$ cat src/hdl/cfb_pkg.sv
// Shared types, constants and the CRC byte update for the Format A frame builder.
// No dependencies; every other file in hdl/ refers to this package by scoped names.
package cfb_pkg;

  // CRC-16 generator, MSB first, register starts at zero
  localparam logic [15:0] CRC_POLY = 16'h3D65;

  // L-field adds the fixed header length to the payload count
  localparam logic [7:0] L_FIXED = 8'd10;

  // fill count at which the next payload byte closes a block
  localparam logic [4:0] BLOCK_LAST_FILL = 5'd15;

  // reset value of the C-field
  localparam logic [7:0] CTRL_RESET = 8'h44;

  // byte kinds on the result side
  localparam logic [1:0] KIND_HDR     = 2'd0;
  localparam logic [1:0] KIND_PAYLOAD = 2'd1;
  localparam logic [1:0] KIND_CRC     = 2'd2;

  // configuration register indexes
  typedef enum logic [2:0] {
    CFG_CONTROL = 3'd0,
    CFG_MANUF   = 3'd1,
    CFG_DEV_ID  = 3'd2,
    CFG_VERSION = 3'd3,
    CFG_DEVKIND = 3'd4,
    CFG_CI      = 3'd5
  } cfb_cfg_idx_e;

  // request classes after decode
  typedef enum logic {
    OP_START = 1'b0,
    OP_DATA  = 1'b1
  } cfb_op_e;

  // one input request as it arrives
  typedef struct packed {
    logic       cmd;
    logic [7:0] body_len;
    logic [7:0] data_byte;
  } cfb_in_t;

  // one decoded request waiting for the back end
  typedef struct packed {
    cfb_op_e    op;
    logic [7:0] len;
    logic [7:0] lfield;
    logic [7:0] data;
  } cfb_req_t;

  // one result item
  typedef struct packed {
    logic [7:0] out_byte;
    logic [1:0] byte_kind;
    logic       run_last;
    logic       frame_done;
    logic       error_flag;
  } cfb_out_t;

  // address and control fields of the frame
  typedef struct packed {
    logic [7:0]  control_field;
    logic [15:0] manufacturer_code;
    logic [31:0] device_id;
    logic [7:0]  version_byte;
    logic [7:0]  device_kind;
    logic [7:0]  ci_byte;
  } cfb_cfg_t;

  // advance the CRC register by one byte, MSB first
  function automatic logic [15:0] crc16_byte(logic [15:0] crc, logic [7:0] b);
    logic [15:0] c;
    c = crc ^ {b, 8'h00};
    for (int i = 0; i < 8; i++) begin
      c = c[15] ? ((c << 1) ^ CRC_POLY) : (c << 1);
    end
    return c;
  endfunction

endpackage

$ cat src/hdl/block_crc_frame_builder.sv
// Top level of the wireless M-Bus Format A frame builder: configuration registers and wiring.
// Depends on cfb_pkg, cfb_front, cfb_back and cfb_resq.
//
// A start request produces the ten header bytes, their complemented CRC-16 (0x3D65, high byte
// first) and the CI byte: 13 results, or 15 when the payload length is zero and the CI block is
// closed at once. A data request produces its payload byte, followed by a CRC pair when it
// completes a block (CI plus 15 bytes, then 16 bytes, or the end of the frame): 1 or 3 results.
// A data request with no open frame yields a single error result. The back-end sequencer emits
// one result per clock while a request waits and the result queue has room; plain payload bytes
// then sustain one request per cycle. An input queue of InDepth requests and a result queue of
// OutDepth results decouple the two sides, so input keeps flowing while results wait to be
// popped. Both depths must be at least 2. Configuration writes are always accepted and should
// only be issued while no frame bytes are in flight; reset loads the configuration defaults.
module block_crc_frame_builder #(
  parameter int unsigned InDepth  = 2,
  parameter int unsigned OutDepth = 4
) (
  input  logic              clk_i,
  input  logic              rst_ni,
  input  logic              push,
  output logic              full,
  input  cfb_pkg::cfb_in_t  in_item_i,
  output logic              empty,
  input  logic              pop,
  output cfb_pkg::cfb_out_t res_item_o,
  input  logic              cfg_valid_i,
  output logic              cfg_ready_o,
  input  logic [2:0]        cfg_index_i,
  input  logic [31:0]       cfg_data_i
);

  cfb_pkg::cfb_cfg_t cfg_q;
  logic              req_valid, req_pop;
  cfb_pkg::cfb_req_t req;
  logic              res_push, res_full;
  cfb_pkg::cfb_out_t res;

  assign cfg_ready_o = 1'b1;

  // write configuration registers; unknown indexes drop
  always_ff @(posedge clk_i or negedge rst_ni) begin
    if (!rst_ni) begin
      cfg_q.control_field     <= cfb_pkg::CTRL_RESET;
      cfg_q.manufacturer_code <= '0;
      cfg_q.device_id         <= '0;
      cfg_q.version_byte      <= '0;
      cfg_q.device_kind       <= '0;
      cfg_q.ci_byte           <= '0;
    end else if (cfg_valid_i && cfg_ready_o) begin
      case (cfb_pkg::cfb_cfg_idx_e'(cfg_index_i))
        cfb_pkg::CFG_CONTROL: cfg_q.control_field     <= cfg_data_i[7:0];
        cfb_pkg::CFG_MANUF:   cfg_q.manufacturer_code <= cfg_data_i[15:0];
        cfb_pkg::CFG_DEV_ID:  cfg_q.device_id         <= cfg_data_i;
        cfb_pkg::CFG_VERSION: cfg_q.version_byte      <= cfg_data_i[7:0];
        cfb_pkg::CFG_DEVKIND: cfg_q.device_kind       <= cfg_data_i[7:0];
        cfb_pkg::CFG_CI:      cfg_q.ci_byte           <= cfg_data_i[7:0];
        default: ;
      endcase
    end
  end

  cfb_front #(
    .Depth(InDepth)
  ) u_front (
    .clk_i       (clk_i),
    .rst_ni      (rst_ni),
    .push        (push),
    .item_i      (in_item_i),
    .full        (full),
    .req_valid_o (req_valid),
    .req_o       (req),
    .req_pop_i   (req_pop)
  );

  cfb_back u_back (
    .clk_i       (clk_i),
    .rst_ni      (rst_ni),
    .cfg_i       (cfg_q),
    .req_valid_i (req_valid),
    .req_i       (req),
    .req_pop_o   (req_pop),
    .res_full_i  (res_full),
    .res_push_o  (res_push),
    .res_o       (res)
  );

  cfb_resq #(
    .Depth(OutDepth)
  ) u_resq (
    .clk_i  (clk_i),
    .rst_ni (rst_ni),
    .push_i (res_push),
    .item_i (res),
    .full_o (res_full),
    .empty  (empty),
    .item_o (res_item_o),
    .pop    (pop)
  );

endmodule

$ cat src/hdl/cfb_front.sv
// Front end: input request queue with decode of each request into a start or data operation.
// Depends on cfb_pkg.
module cfb_front #(
  parameter int unsigned Depth = 2
) (
  input  logic              clk_i,
  input  logic              rst_ni,
  input  logic              push,
  input  cfb_pkg::cfb_in_t  item_i,
  output logic              full,
  output logic              req_valid_o,
  output cfb_pkg::cfb_req_t req_o,
  input  logic              req_pop_i
);

  localparam int unsigned PtrW = $clog2(Depth);
  localparam int unsigned CntW = $clog2(Depth + 1);

  cfb_pkg::cfb_req_t mem_q [Depth];
  logic [PtrW-1:0]   wr_ptr_q, wr_ptr_d;
  logic [PtrW-1:0]   rd_ptr_q, rd_ptr_d;
  logic [CntW-1:0]   cnt_q, cnt_d;
  logic              wr_en, rd_en;
  cfb_pkg::cfb_req_t dec;

  assign full        = (cnt_q == CntW'(Depth));
  assign req_valid_o = (cnt_q != '0);
  assign wr_en       = push & ~full;
  assign rd_en       = req_pop_i & req_valid_o;
  assign req_o       = mem_q[rd_ptr_q];

  // decode the request and precompute the L-field
  always_comb begin
    dec.op     = item_i.cmd ? cfb_pkg::OP_DATA : cfb_pkg::OP_START;
    dec.len    = item_i.body_len;
    dec.lfield = item_i.body_len + cfb_pkg::L_FIXED;
    dec.data   = item_i.data_byte;
  end

  // advance pointers and count
  always_comb begin
    wr_ptr_d = wr_ptr_q;
    rd_ptr_d = rd_ptr_q;
    cnt_d    = cnt_q;
    if (wr_en) begin
      wr_ptr_d = (wr_ptr_q == PtrW'(Depth - 1)) ? '0 : wr_ptr_q + PtrW'(1);
    end
    if (rd_en) begin
      rd_ptr_d = (rd_ptr_q == PtrW'(Depth - 1)) ? '0 : rd_ptr_q + PtrW'(1);
    end
    case ({wr_en, rd_en})
      2'b10:   cnt_d = cnt_q + CntW'(1);
      2'b01:   cnt_d = cnt_q - CntW'(1);
      default: cnt_d = cnt_q;
    endcase
  end

  always_ff @(posedge clk_i or negedge rst_ni) begin
    if (!rst_ni) begin
      wr_ptr_q <= '0;
      rd_ptr_q <= '0;
      cnt_q    <= '0;
    end else begin
      wr_ptr_q <= wr_ptr_d;
      rd_ptr_q <= rd_ptr_d;
      cnt_q    <= cnt_d;
    end
  end

  // store the decoded request
  always_ff @(posedge clk_i) begin
    if (wr_en) begin
      mem_q[wr_ptr_q] <= dec;
    end
  end

endmodule

$ cat src/hdl/cfb_back.sv
// Back end: frame sequencer that expands each request into frame bytes and inserts CRC pairs.
// Depends on cfb_pkg; feeds the result queue one byte per cycle while requested and not full.
module cfb_back (
  input  logic              clk_i,
  input  logic              rst_ni,
  input  cfb_pkg::cfb_cfg_t cfg_i,
  input  logic              req_valid_i,
  input  cfb_pkg::cfb_req_t req_i,
  output logic              req_pop_o,
  input  logic              res_full_i,
  output logic              res_push_o,
  output cfb_pkg::cfb_out_t res_o
);

  // steps of a start request
  localparam logic [3:0] ST_LEN     = 4'd0;
  localparam logic [3:0] ST_CTRL    = 4'd1;
  localparam logic [3:0] ST_MAN_LO  = 4'd2;
  localparam logic [3:0] ST_MAN_HI  = 4'd3;
  localparam logic [3:0] ST_ID0     = 4'd4;
  localparam logic [3:0] ST_ID1     = 4'd5;
  localparam logic [3:0] ST_ID2     = 4'd6;
  localparam logic [3:0] ST_ID3     = 4'd7;
  localparam logic [3:0] ST_VER     = 4'd8;
  localparam logic [3:0] ST_KIND    = 4'd9;
  localparam logic [3:0] ST_HCRC_HI = 4'd10;
  localparam logic [3:0] ST_HCRC_LO = 4'd11;
  localparam logic [3:0] ST_CI      = 4'd12;
  localparam logic [3:0] ST_ECRC_HI = 4'd13;
  localparam logic [3:0] ST_ECRC_LO = 4'd14;

  // steps of a data request
  localparam logic [3:0] DT_PAYLOAD = 4'd0;
  localparam logic [3:0] DT_CRC_HI  = 4'd1;
  localparam logic [3:0] DT_CRC_LO  = 4'd2;

  logic [3:0]  step_q;
  logic [15:0] crc_q;
  logic [7:0]  left_q;
  logic [4:0]  fill_q;
  logic        open_q;

  logic              fire;
  logic [15:0]       crc_n;
  logic [15:0]       crc_base;
  logic              upd_crc, clr_crc;
  logic              open_frame, close_frame, count_byte, end_block;
  logic              close_blk;
  cfb_pkg::cfb_out_t res;

  assign fire       = req_valid_i & ~res_full_i;
  assign res_push_o = fire;
  assign req_pop_o  = fire & res.run_last;
  assign res_o      = res;
  assign crc_n      = ~crc_q;

  // restart the CRC on the first header byte
  assign crc_base = (req_i.op == cfb_pkg::OP_START && step_q == ST_LEN) ? '0 : crc_q;

  // select the byte for this step and the state actions it carries
  always_comb begin
    res         = '0;
    upd_crc     = 1'b0;
    clr_crc     = 1'b0;
    open_frame  = 1'b0;
    close_frame = 1'b0;
    count_byte  = 1'b0;
    end_block   = 1'b0;
    close_blk   = 1'b0;
    if (req_i.op == cfb_pkg::OP_START) begin
      res.byte_kind = cfb_pkg::KIND_HDR;
      case (step_q)
        ST_LEN: begin
          res.out_byte = req_i.lfield;
          upd_crc      = 1'b1;
        end
        ST_CTRL: begin
          res.out_byte = cfg_i.control_field;
          upd_crc      = 1'b1;
        end
        ST_MAN_LO: begin
          res.out_byte = cfg_i.manufacturer_code[7:0];
          upd_crc      = 1'b1;
        end
        ST_MAN_HI: begin
          res.out_byte = cfg_i.manufacturer_code[15:8];
          upd_crc      = 1'b1;
        end
        ST_ID0: begin
          res.out_byte = cfg_i.device_id[7:0];
          upd_crc      = 1'b1;
        end
        ST_ID1: begin
          res.out_byte = cfg_i.device_id[15:8];
          upd_crc      = 1'b1;
        end
        ST_ID2: begin
          res.out_byte = cfg_i.device_id[23:16];
          upd_crc      = 1'b1;
        end
        ST_ID3: begin
          res.out_byte = cfg_i.device_id[31:24];
          upd_crc      = 1'b1;
        end
        ST_VER: begin
          res.out_byte = cfg_i.version_byte;
          upd_crc      = 1'b1;
        end
        ST_KIND: begin
          res.out_byte = cfg_i.device_kind;
          upd_crc      = 1'b1;
        end
        ST_HCRC_HI, ST_ECRC_HI: begin
          res.out_byte  = crc_n[15:8];
          res.byte_kind = cfb_pkg::KIND_CRC;
        end
        ST_HCRC_LO: begin
          res.out_byte  = crc_n[7:0];
          res.byte_kind = cfb_pkg::KIND_CRC;
          clr_crc       = 1'b1;
        end
        ST_CI: begin
          res.out_byte = cfg_i.ci_byte;
          upd_crc      = 1'b1;
          open_frame   = 1'b1;
          res.run_last = (req_i.len != '0);
        end
        ST_ECRC_LO: begin
          res.out_byte   = crc_n[7:0];
          res.byte_kind  = cfb_pkg::KIND_CRC;
          res.frame_done = 1'b1;
          res.run_last   = 1'b1;
          clr_crc        = 1'b1;
          close_frame    = 1'b1;
        end
        default: begin
          res.run_last = 1'b1;
        end
      endcase
    end else if (!open_q) begin
      // data with no open frame: flag it, leave state alone
      res.error_flag = 1'b1;
      res.run_last   = 1'b1;
    end else begin
      case (step_q)
        DT_PAYLOAD: begin
          res.out_byte  = req_i.data;
          res.byte_kind = cfb_pkg::KIND_PAYLOAD;
          upd_crc       = 1'b1;
          count_byte    = 1'b1;
          close_blk     = (left_q == 8'd1) || (fill_q >= cfb_pkg::BLOCK_LAST_FILL);
          res.run_last  = ~close_blk;
        end
        DT_CRC_HI: begin
          res.out_byte  = crc_n[15:8];
          res.byte_kind = cfb_pkg::KIND_CRC;
        end
        DT_CRC_LO: begin
          res.out_byte   = crc_n[7:0];
          res.byte_kind  = cfb_pkg::KIND_CRC;
          res.frame_done = (left_q == '0);
          res.run_last   = 1'b1;
          clr_crc        = 1'b1;
          end_block      = 1'b1;
        end
        default: begin
          res.run_last = 1'b1;
        end
      endcase
    end
  end

  // hold sequencer and frame state, advance on each delivered byte
  always_ff @(posedge clk_i or negedge rst_ni) begin
    if (!rst_ni) begin
      step_q <= '0;
      crc_q  <= '0;
      left_q <= '0;
      fill_q <= '0;
      open_q <= 1'b0;
    end else if (fire) begin
      step_q <= res.run_last ? '0 : step_q + 4'd1;
      if (clr_crc) begin
        crc_q <= '0;
      end else if (upd_crc) begin
        crc_q <= cfb_pkg::crc16_byte(crc_base, res.out_byte);
      end
      if (open_frame) begin
        left_q <= req_i.len;
        fill_q <= 5'd1;
        open_q <= 1'b1;
      end
      if (close_frame) begin
        fill_q <= '0;
        open_q <= 1'b0;
      end
      if (count_byte) begin
        left_q <= left_q - 8'd1;
        fill_q <= fill_q + 5'd1;
      end
      if (end_block) begin
        fill_q <= '0;
        if (left_q == '0) begin
          open_q <= 1'b0;
        end
      end
    end
  end

endmodule

$ cat src/hdl/cfb_resq.sv
// Result queue between the frame sequencer and the result port.
// Depends on cfb_pkg.
module cfb_resq #(
  parameter int unsigned Depth = 4
) (
  input  logic              clk_i,
  input  logic              rst_ni,
  input  logic              push_i,
  input  cfb_pkg::cfb_out_t item_i,
  output logic              full_o,
  output logic              empty,
  output cfb_pkg::cfb_out_t item_o,
  input  logic              pop
);

  localparam int unsigned PtrW = $clog2(Depth);
  localparam int unsigned CntW = $clog2(Depth + 1);

  cfb_pkg::cfb_out_t mem_q [Depth];
  logic [PtrW-1:0]   wr_ptr_q, wr_ptr_d;
  logic [PtrW-1:0]   rd_ptr_q, rd_ptr_d;
  logic [CntW-1:0]   cnt_q, cnt_d;
  logic              wr_en, rd_en;

  assign full_o = (cnt_q == CntW'(Depth));
  assign empty  = (cnt_q == '0);
  assign wr_en  = push_i & ~full_o;
  assign rd_en  = pop & ~empty;
  assign item_o = mem_q[rd_ptr_q];

  // advance pointers and count
  always_comb begin
    wr_ptr_d = wr_ptr_q;
    rd_ptr_d = rd_ptr_q;
    cnt_d    = cnt_q;
    if (wr_en) begin
      wr_ptr_d = (wr_ptr_q == PtrW'(Depth - 1)) ? '0 : wr_ptr_q + PtrW'(1);
    end
    if (rd_en) begin
      rd_ptr_d = (rd_ptr_q == PtrW'(Depth - 1)) ? '0 : rd_ptr_q + PtrW'(1);
    end
    case ({wr_en, rd_en})
      2'b10:   cnt_d = cnt_q + CntW'(1);
      2'b01:   cnt_d = cnt_q - CntW'(1);
      default: cnt_d = cnt_q;
    endcase
  end

  always_ff @(posedge clk_i or negedge rst_ni) begin
    if (!rst_ni) begin
      wr_ptr_q <= '0;
      rd_ptr_q <= '0;
      cnt_q    <= '0;
    end else begin
      wr_ptr_q <= wr_ptr_d;
      rd_ptr_q <= rd_ptr_d;
      cnt_q    <= cnt_d;
    end
  end

  // store the result
  always_ff @(posedge clk_i) begin
    if (wr_en) begin
      mem_q[wr_ptr_q] <= item_i;
    end
  end

endmodule
$ cat config.mk
export PLATFORM = sky130hd
export DESIGN_NAME = block_crc_frame_builder
export DESIGN_NICKNAME = d
export VERILOG_FILES = /design/src/hdl/cfb_pkg.sv /design/src/hdl/block_crc_frame_builder.sv /design/src/hdl/cfb_front.sv /design/src/hdl/cfb_back.sv /design/src/hdl/cfb_resq.sv
export SDC_FILE = /design/constraint.sdc
export NUM_CORES = 1
export LEC_CHECK = 0
export ABC_AREA = 1
export BUFFER_PORTS_ARGS = -buffer_cell sky130_fd_sc_hd__buf_2
export CAP_MARGIN = 20
export CORE_MARGIN = 3
export CORE_UTILIZATION = 30
export CTS_CLUSTER_DIAMETER = 100
export DETAILED_ROUTE_END_ITERATION = 10
export HOLD_SLACK_MARGIN = 0.12
export PLACE_DENSITY = 0.47
export SLEW_MARGIN = 10
export SYNTH_ARGS = -nofsm -noshare
export SYNTH_HDL_FRONTEND = slang
export SYNTH_SLANG_ARGS = --single-unit
$ cat constraint.sdc
create_clock -name clk_i -period 3.4 [get_ports clk_i]
set_clock_uncertainty 0.15 [all_clocks]
set_input_delay 0.68 -clock clk_i [delete_from_list [all_inputs] [get_ports clk_i]]
set_output_delay 0.68 -clock clk_i [all_outputs]
set_load 0.02 [all_outputs]
==> After elaboration in Yosys (flattened, before gate mapping) <==
Memory sizes are Yosys's and may differ from the RTL's.
Index checks and enable logic that the tools add are counted.
{ "word_totals": {"reg_bits": 125, "memories": 2, "mem_bits_rw": 102, "word_cells": 167, "out_inout_bits": 16, "input_bits": 57} }
{ "op_classes": {"order_cmp": 1, "n_eq_ne": 28, "mux": 59, "n_addsub": 12, "reduce_logical": 27, "n_bitwise": 21} }
{ "mem_list": {"columns": ["name", "words", "word_bits", "rd", "rd_clocked_by_memory_dff", "wr", "line", "source"], "rows": [
  ["u_resq.mem_q", 4, 13, 1, 0, 1, "cfb_resq.sv:19", "cfb_pkg::cfb_out_t mem_q [Depth];"],
  ["u_front.mem_q", 2, 25, 1, 0, 1, "cfb_front.sv:19", "cfb_pkg::cfb_req_t mem_q [Depth];"]
]} }
{ "ops": {"columns": ["op", "n"], "rows": [
  ["$mux 14", 8],
  ["$pmux 8 s13", 1],
  ["$not 9->9", 8],
  ["$mux 16", 3],
  ["$mux 1", 30],
  ["$pmux 10 s3", 1],
  ["$eq 4x4->1 const B", 7],
  ["$mux 5", 4],
  ["$reduce_and 2->1", 9],
  ["$eq 4x3->1 const B", 4],
  ["$mux 8", 2],
  ["$not 16->16", 1],
  ["$xor 16x16->16", 1],
  ["$reduce_or 13->1", 1],
  ["$mux 12", 1],
  ["$reduce_or 11->1", 1],
  ["$eq 2x2->1 const B", 5],
  ["$mux 10", 1],
  ["$reduce_bool 2->1", 5],
  ["$eq 3x3->1 const B", 3],
  ["$add 8x4->8 const B", 1],
  ["$eq 4x2->1 const B", 2],
  ["$eq 8x1->1 const B", 1],
  ["$logic_not 8->1", 1],
  ["other kinds (28)", 47]
]} }

==> Longest topological paths before layout <==
{ "depth": {"depth_word": 25, "mapped_depth": 26, "mapped_depth_nobuf": 25} }

==> By module <==
From an unflattened synthesis, not the netlist that was laid out.
{ "unflattened": {"hier_cells": 1481, "hier_area_um2": 12304.3} }
{ "by_module_without_submodules": {"columns": ["mod", "area_each_um2", "cells_each", "n_inst", "seq_area_each_um2"], "rows": [
  ["cfb_back", 4205.3, 725, 1, 850.8],
  ["block_crc_frame_builder", 3171.8, 359, 1, 2004.4],
  ["cfb_resq", 2631.3, 212, 1, 1736.7],
  ["cfb_front", 2296.0, 185, 1, 1541.5]
]} }

==> Least setup slack after synthesis <==
No wires, ideal clock.
{ "synth_timing": {"path_type": "reg2reg", "start": "reg u_back.step_q[0]", "end": "reg u_back.crc_q[9]", "t_arrival_ns": 2.482, "synth_period_minus_slack_ns": 2.759, "setup_time_ns": 0.127, "path_buffers": 2, "required_time_ns": 3.123, "setup_slack_ns": 0.641, "path_stages_with_launch": 23, "cell_sequence": "dfrtp_1 > inv_1 > ha_1 > clkbuf_1 > buf_2 > nand4_1 > nand2_1 > inv_1 > nand2_1 > nor2_1 > nand3_1 > nand2_1 > nand2_1 > nand2_1 > nand2_1 > nand2_2 > nand2_1 > nand2_2 > nor2_2 > nor2_4 > or2_1 > nand3_1 > o21ai_1"} }
{ "synth_between": {"elab_chain_len": 18, "word_cells_on_any_way": 51, "classes_between": "eq/ne: 14; mux: 23; bitwise: 7; reduce/logical: 7"} }
{ "synth_rtl": {"columns": ["element", "line", "source"], "rows": [
  ["from (decl)", "cfb_back.sv:37", "logic [3:0] step_q;"],
  ["from (signal assigned)", "cfb_back.sv:182", "step_q <= res.run_last ? '0 : step_q + 4'd1;"],
  ["$eq 4x4->1 (tied with other cells)", "cfb_back.sv:72", "case (step_q)"],
  ["$reduce_or 2->1 (no line) (tied with other cells)", null, null],
  ["$pmux 8 s13 (tied with other cells)", "cfb_back.sv:72", null],
  ["$mux 12 / $xor 16x16->16 (equally long branches)", "cfb_back.sv:70, cfb_pkg.sv:75", null],
  ["$xor 16x16->16 / $not 9->9 (equally long branches)", null, null],
  ["$mux 14 (3 in series)", "cfb_pkg.sv:77", "c = c[15] ? ((c << 1) ^ CRC_POLY) : (c << 1);"],
  ["$not 9->9 (no line)", null, null],
  ["$mux 14", "cfb_pkg.sv:77", null],
  ["$not 9->9 (no line)", null, null],
  ["$mux 14 (2 in series)", "cfb_pkg.sv:77", null],
  ["$not 9->9 (no line)", null, null],
  ["$mux 14 (2 in series)", "cfb_pkg.sv:77", null],
  ["$mux 16", "cfb_back.sv:185", "end else if (upd_crc) begin"],
  ["$mux 16", "cfb_back.sv:183", "if (clr_crc) begin"],
  ["to (signal assigned)", "cfb_back.sv:186", "crc_q <= cfb_pkg::crc16_byte(crc_base, res.out_byte);"],
  ["to (decl)", "cfb_back.sv:38", "logic [15:0] crc_q;"]
]} }
Several ways; a longest one is shown, not always the timed one. The select of a mux whose other input is x is not followed.
A chain may end at the register's enable or synchronous reset.

==> Worst setup path after layout <==
Same ends and word-level chain as after synthesis.

==> qor.yml <==
run_status:
  status: "completed"
sta:
  hold_ws_ns: 0.178
  fin_crit_ns: 3.23
  relSlewSlack: 0.474
  maxSlewViolCount: 0
  tightest_slew_ns: 0.781
  fmax_ghz: 0.310
  hold_viol: 0
  fin_crit_sh: 0.950
  setup_viol: 0
  rsz0062_at_grt: "yes"
clock_network:
  insertion_delay_ns: 0.54
  cts_buffers: 25
  cts_tree: "done"
  htreeDepth: 1
  clkSinkCount: 225
  cts_root_buf: "clkbuf_16"
  clk_pin_slew_ns: 0.06
  cts_buffer_depth: 3
yosys:
  yosys.area.top_type_share: 0.268
  synth_top_cell_by_area: "dfrtp_1"
  yosysSeqAreaShare: 0.535
  synth_commonest_cells: "nand2_1, o21ai_0, inv_1"
  syn_area_per_cell_sq_um: 8.61
  synth_async_sr_flop_share: 0.556
  synth_area_leaders: "dfrtp_1, edfxtp_1, nand2_1, o21ai_0, nand3_1"
  synth-main-ff-cell: "dfrtp_1"
  synth-edff-count: 100
  ys_seq_elements: 225
  synth_cell_type_count: 46
  syn-num-nets: 1406
  synthesis.area_sq_um: 11500
  synth_most_common_cell: "nand2_1"
  synth_warnings: 0
  netlist_instances: 1332
worst_setup_path:
  required_ns: 3.68
  crit_chain: "inv_2 -> ha_4 -> nand3_2 -> nor2_1 -> nor2_2 -> nand2_1 -> nor2_1 -> nand3_1 -> nand2_2 -> nand2_1 -> nand2_1 -> nand2_1 -> nand2_2 -> nand2_1 -> nand2_2 -> nand2_2 -> inv_2 -> nor2_4 -> buf_4 -> or2_1 -> nand3_1 -> o21ai_1"
  end_kind: "flop"
  cp-start-kind: "flop"
  critPathMostFrequentCell: "nand2_1"
  critical_path.top_delay_family: "simple AND/OR/NAND/NOR gates"
  r2r-start: "u_back.step_q[0]"
  critical_path_peak_fanout: 6
  cp-startpoint: "u_back.step_q[0]"
  worst_ep_arrival_time_ns: 3.51
  cp_slowest_stage_delay_ns: 0.42
  setup.worst_path.class: "reg2reg"
  critical_path_buf_inv_count: 3
  slowest_stage: "dfrtp_1"
flow_run:
  drv_cap: 0
drt:
  wire_per_inst_um: 17.1
  drt-pass1-iter-count: 5
  viasPerCell: 4.72
  drt_iter0_drc: 565
  routed_wl_um: 33800
  drc: 0
  ant_nets: 0
  vias: 9360
placement:
  routabilityCongestion: 0.889
  placed_area_sq_um: 12800
  port-buffer-count: 71
  numPlacedInstances: 1930
  dp_hpwl_um: 25000
die:
  dieArea_sq_um: 40600
  ioPinCount: 73
  die_x_um: 202
  rows: 70
  core_sq_um: 37100
  initial_core_util: 0.309
  die_h_um: 202
worst_hold_path:
  hp-start: "in_item_i[8]"
  min_path_type: "in2reg"
pwr:
  vdd_drop_max_uv: 458
  power_density_nw_per_um2: 1050
  power_mw: 14.4
  p_leak_nw: 6.37
layout:
  n_antenna_cell: 0
  fill_cells: 3928
  post-route-util: 0.368
  finalNetCount: 1534
  fin_area_sq_um: 13700
  drive_gt1_frac: 0.194
  area_growth_pct: 19.2
  final_cells: 1983
global_route:
  overflow: 0
  grt_pass1_wl_um: 53400
  grt_use_total: 0.166
  antenna_found_initial: 1
  grt_pass1_vias: 9157
  grt_max_degree: 68
-- power breakdown --
group | switching (mW) | internal, mW
Clock | 1.11 | 1.39
Sequential | 0.416 | 3.79
Combinational | 4.97 | 2.76
Total | 6.49 | 7.94
-- sequential cells by signal (all words and copies together) (netlist names), 3 cells and up --
register       flops
u_resq.cnt_q       3
u_resq.mem_q      52
u_front.mem_q     48
cfg_q             80
u_back.step_q      4
u_back.fill_q      5
u_back.left_q      8
u_back.crc_q      16
-- stage by stage --
stage / worst slack (ns) / TNS [ns]
2_1_floorplan: 0.641 / 0
3_3_place_gp: 0.106 / 0
3_5_place_dp: 0.0691 / 0
4_1_cts: 0.0576 / 0
5_1_grt: -0.0347 / -0.0936
6_report: 0.170 / 0
-- routing by layer --
layer / vias up / GRT usage / wire (um)
met3: 50 / 0.0227 / 1640
met1: 4451 / 0.245 / 16200
met5: - / 0 / 11
met2: 217 / 0.257 / 15100
met4: 2 / 0.0441 / 916
li1: 4640 / - / -
-- cell usage in the layout (no fill, tap or decap), types with 8 or more instances in the layout --
cell,count
nor2_1,96
xor2_1,24
nand3_1,97
buf_4,72
o211ai_1,8
nand4_1,23
ha_1,13
buf_2,70
inv_1,123
o21ai_0,128
edfxtp_1,100
clkinv_2,9
dfrtp_1,121
nor2_2,8
nand2_2,25
clkbuf_16,25
inv_2,22
nand2_1,378
o22ai_1,21
a21oi_1,18
mux2_2,16
-- path summary, 6_finish.rpt --
kind,end,slack (ns),cells past startpoint
setup / recovery,u_back.crc_q[9],0.17,22
hold / removal,u_front.mem_q[1][16],0.18,1
setup reg to reg,u_back.crc_q[9],0.17,22
hold reg to reg,cfg_q[1],0.34,2
max in group asynchronous,cfg_q[74],1.67,3
min in group asynchronous,cfg_q[38],0.58,2
-- area by class of cell --
class | count | area, sq um | share of cell area
tap | 504 | 631 | 0.0461
clock inverter | 14 | 88.8 | 0.00650
sequential | 225 | 6140 | 0.449
clock buffer | 32 | 662 | 0.0484
inverter | 149 | 567 | 0.0414
timing repair buffer | 147 | 963 | 0.0704
multi-input combinational | 912 | 4630 | 0.338
-- cell families after synthesis --
family,synth area share
AOI/OAI and AO/OA,0.0890
xor gates and xnor gates,0.0221
adders and majority gates,0.0192
buffers and inverters,0.0696
DFF,0.535
muxes,0.0192
other,0.000327
and+or+nand+nor,0.246
-- repair_timing --
| action | 4_1_cts | 5_1_grt |
|---|---|---|
| resized for setup | 0 | 26 |
| hold endpoints to repair | 62 | 0 |
| buffers inserted | 0 | 6 |
| hold buffers | 1 | 0 |
| endpoints found under the setup margin | 0 | 19 |
Note: power is estimated with default switching activity, not from simulation.
